--- src/rtl/core/four_voice_sound_unit_defines.svh ---
// Assertion macros shared by the sound unit RTL
`ifndef FOUR_VOICE_SOUND_UNIT_DEFINES_SVH
`define FOUR_VOICE_SOUND_UNIT_DEFINES_SVH

// Same-cycle implication, disabled while reset is asserted
`define FVSU_ASSERT_NOW(lbl, clk, rst_n, ante, cons, msg) \
  lbl: assert property (@(posedge clk) disable iff (!rst_n) (ante) |-> (cons)) else $error(msg);

// Next-cycle implication, disabled while reset is asserted
`define FVSU_ASSERT_NEXT(lbl, clk, rst_n, ante, cons, msg) \
  lbl: assert property (@(posedge clk) disable iff (!rst_n) (ante) |=> (cons)) else $error(msg);

`endif

--- src/rtl/core/fvsu_ram.sv ---
// Generic RAM: one write port, two registered read ports
`default_nettype none

module fvsu_ram #(
  parameter int unsigned WIDTH = 8,
  parameter int unsigned DEPTH = 16
) (
  input  wire logic                     clk_i,
  input  wire logic                     we_i,
  input  wire logic [$clog2(DEPTH)-1:0] waddr_i,
  input  wire logic [WIDTH-1:0]         wdata_i,
  input  wire logic [$clog2(DEPTH)-1:0] raddr_a_i,
  output logic      [WIDTH-1:0]         rdata_a_o,
  input  wire logic [$clog2(DEPTH)-1:0] raddr_b_i,
  output logic      [WIDTH-1:0]         rdata_b_o
);

  logic [WIDTH-1:0] mem_q [DEPTH];

  // Write and read, read data registered
  always_ff @(posedge clk_i) begin
    if (we_i) begin
      mem_q[waddr_i] <= wdata_i;
    end
    rdata_a_o <= mem_q[raddr_a_i];
    rdata_b_o <= mem_q[raddr_b_i];
  end

endmodule

`default_nettype wire

--- config.mk ---
export PLATFORM = sky130hd
export DESIGN_NAME = fvsu_ram
export DESIGN_NICKNAME = d
export VERILOG_FILES = /design/src/rtl/core/four_voice_sound_unit_defines.svh /design/src/rtl/core/fvsu_ram.sv
export SDC_FILE = /design/constraint.sdc
export NUM_CORES = 1
export LEC_CHECK = 0
export BUFFER_PORTS_ARGS = -buffer_cell sky130_fd_sc_hd__buf_2
export CAP_MARGIN = 20
export CORE_MARGIN = 2
export CORE_UTILIZATION = 60
export CTS_CLUSTER_SIZE = 8
export DETAILED_ROUTE_END_ITERATION = 12
export PLACE_DENSITY = 0.79
export SYNTH_ARGS = -nofsm -noshare
export SYNTH_HDL_FRONTEND = slang
export SYNTH_SLANG_ARGS = --single-unit
--- constraint.sdc ---
create_clock -name clk_i -period 2.9 [get_ports clk_i]
set_clock_uncertainty 0.2 [all_clocks]
set_input_delay 0.87 -clock clk_i [delete_from_list [all_inputs] [get_ports clk_i]]
set_output_delay 0.87 -clock clk_i [all_outputs]
set_load 0.05 [all_outputs]
Yosys cells after proc, flatten, opt, wreduce, memory -nomap -nowiden
Memory sizes are Yosys's and may differ from the RTL's. A register that Yosys moved wholly into a read port is not among the register bits.
Cells that the tools add are included.
{"block": "totals", "memories": 1, "output_inout_bits": 16, "regBits": 0, "ramBits": 128, "input_bits": 22, "word_cells": 3}
{"block": "classes", "mux": 2}
{"memory": "mem_q", "words": 16, "width": 8, "read_ports": 2, "rd_ports_with_merged_regs": 2, "write_ports": 1, "line": "fvsu_ram.sv:18", "source": "logic [WIDTH-1:0] mem_q [DEPTH];"}
{"operator": "1-bit 2-to-1 mux", "n": 2}

Logic depth before layout (Yosys ltp)
{"block": "depth", "depth_word": 2, "ltp_mapped": 5, "depth_no_buf": 3}

Worst setup path before layout
OpenSTA, ideal clock, no wires.
{"block": "synth_path", "path_kind": "input-to-reg", "startpoint": "in waddr_i[2]", "endpoint": "mem mem_q[0][0], enable pin", "path_buffers": 0, "setup_time_ns": 0.383, "arrival_time_ns": 1.980, "stages": 2, "slack_ns": 0.337, "cell_sequence": "or3b_2 -> nor3_1"}
{"element": "start, declared", "line": "fvsu_ram.sv:10", "source": "input wire logic [$clog2(DEPTH)-1:0] waddr_i,"}
{"element": "end, declared", "line": "fvsu_ram.sv:18"}
Straight into the memory's write port.

Final worst setup path
{"block": "layout_path", "startpoint": "reg rdata_b_o[7], read port of mem_q", "endpoint": "out rdata_b_o[7]"}
{"element": "start, declared", "line": "fvsu_ram.sv:15", "source": "output logic [WIDTH-1:0] rdata_b_o"}
No word-level cell between the ends.

==> metrics <==
post-synth top area share=roughly 61%; Max Transition Viols Final=0; initial antenna violation count=0; leakage dissipation=0.00258 uW; Reg area=roughly 4200 um^2; combinational power share=9.2%; Die W=roughly 110 um; clock root cell=clkbuf_8; Starting DRT DRC Count=301; Worst EP required=~1.8 ns; DRC=0; Final Hold Fails=0; Rows=37; commonest non-fill, non-tap cell in the layout=edfxtp_1; Post-Syn Instances=just over 300; Setup Buffers After CTS=0; most frequent cells in the layout=edfxtp_1 (128), buf_2 (37), mux4_2 (34); die area=between 10,000 and 15,000 um^2; Net Sw Frac=around 24%; Buf/Inv on CP=1; Die H=~110 um; clock sinks=144; dpl hpwl=approximately 8800 um; Hold Path Class=reg -> reg; CTS-repair resized insts=0; Arr. time, crit path=1.17 ns; Cell Chain, Critical Path=buf_2; post-route minimum period=between 2 and 2.5 ns; gpl congestion=approximately 0.77; ranking of synthesized cells by area=edfxtp_1 (61%), mux4_2 (12%), mux4_1 (12%); Tightest Pin Transition=just under 0.6 ns; Reg2Reg Setup Slack=about 1.2 ns; Tcrit/Tclk final=between 70 and 80%; P_sw=1170 uW; core footprint=roughly 10,000 um^2; clock slew at reported path FFs=0.06 ns; Setup violations, final=0; area of the multi-input gates=2010 um^2; Max-Cap Viols=0; Vias per Instance=~7.0; H-tree Lvls=4; Fill cells=606; sequential power share=between 40% and 50%; CP Class=reg -> out; delay-heaviest family, CP=flip-flops; routed via count=3,635; Sum Neg Setup Slack=0 ns; CP peak stage delay=~0.37 ns; TritonCTS Buffers=17; status=finished, final reports clean; largest net degree at the start of global routing=33; P per Cell Area=~660 nW/um^2; Syn Std Cell Area=approximately 6300 um^2; clk_lat worst skew=0.52 ns; Yosys cell types=20; IR drop worst, VDD=0.452 mV; Antenna Nets Post-Route=0; Clk network pwr share=42.0%; relative slew slack=60.6%; share of cells above drive strength 1=between 30% and 40%; YS warnings=0; I/O Pins=38; Syn Area/Cell=20.7 um^2; drt first pass iters=5; Initial Utilization=61.7%; crit start category=flip-flop; number of diodes=0; Max Clk Rate=roughly 0.45 GHz; WL per Instance=approximately 27 um; All-Layer GR Usage=between 20 and 30%; nets@finish=roughly 390; syn_nets=around 330; CP Capture Type=output port; Synth Register Bits=approximately 140; grt total ovfl=0; vias in the first global route=between 3,000 and 4,000; cell taking the most area after synthesis=edfxtp_1; CTS tree=yes; sequential fraction of the synthesis area=about two thirds; utilization after layout=a little under three quarters; worst hold-check slack=0.495 ns; slowest cell on the critical path=dfxtp_1; first-pass GRT wire length=between 20,000 and 25,000 um; Int Pwr=3640 uW; CTS Hold Buffers Added=0; drt total wl=about 14,000 um; peak fanout along the critical path=1; Port Buf Inserts=37; clock buffer depth=2; Area growth syn-to-layout=15.7%; RSZ-0062 raised after global routing=false
[metal layers]
| metal | vias up | share of wire, % | track usage [%] |
|---|---|---|---|
| met5 | - | 0 | 0 |
| met1 | 1885 | 38 | 37.7 |
| met3 | 33 | 9.9 | 7.48 |
| li1 | 1471 | - | - |
| met4 | 0 | 3.0 | 9.28 |
| met2 | 246 | 49 | 41.9 |
[cell families after synthesis]
group	synth area share, %
buffers and inverters	2.72
flip-flops	65.6
multiplexers	24.4
AND/OR/NAND/NOR	3.43
AO/OA/AOI/OAI	3.79
[registers in the layout, indices dropped and copies added (netlist names)]
name       cells
rdata_b_o      8
rdata_a_o      8
mem_q        128
[cell type report]
class | instances | share of cell area [%]
Clock buffer | 18 | 5.69
Sequential cell | 144 | 56.7
Clock inverter | 14 | 1.82
Tap cell | 136 | 2.32
Timing Repair Buffer | 65 | 6.07
Multi-Input combinational cell | 143 | 27.4
[synth_stat cells (all sizes together)]
master,n
dfxtp,16
nand3b,2
nand2b,2
buf,14
clkdlybuf4s25,6
and2b,2
nor2,14
nor2b,2
edfxtp,128
and2,2
nand3,1
a22oi,32
nor3,4
mux4,64
nand2,17
or3b,1
[path summary, 6_finish.rpt]
| kind | from | end | cells past startpoint |
|---|---|---|---|
| setup reg to reg | mem_q[1][0] | rdata_a_o[0] | 3 |
| hold reg to reg | mem_q[14][1] | rdata_a_o[1] | 3 |
| setup / recovery | rdata_b_o[7] | rdata_b_o[7] | 1 |
| hold / removal | mem_q[14][1] | rdata_a_o[1] | 3 |
[stage by stage]
step	setup WS, ns	cell area [um^2]	power [uW]	instances
floorplan	0.337	6350	2680	307
global placement	0.351	6790	2810	488
detailed placement	0.317	6790	2820	488
CTS	0.626	7340	4820	520
global route	0.616	7340	4930	520
finish	0.655	7340	4810	520
[power groups by stage]
stage / clock [uW] / combinational [uW] / sequential, uW
final: 2020 / 441 / 2350
after global routing: 2120 / 463 / 2350
after CTS: 2040 / 441 / 2350
after detailed placement: 0 / 436 / 2390
after global placement: 0 / 428 / 2380
after floorplan: 0 / 210 / 2470
[worst reg2reg max path, stage by stage, from the launching register on]
cell and delay, ns:
edfxtp_1 0.39, mux4_4 0.60, a22oi_1 0.26, nand2_1 0.10
Note: power is estimated with default switching activity, not from simulation.
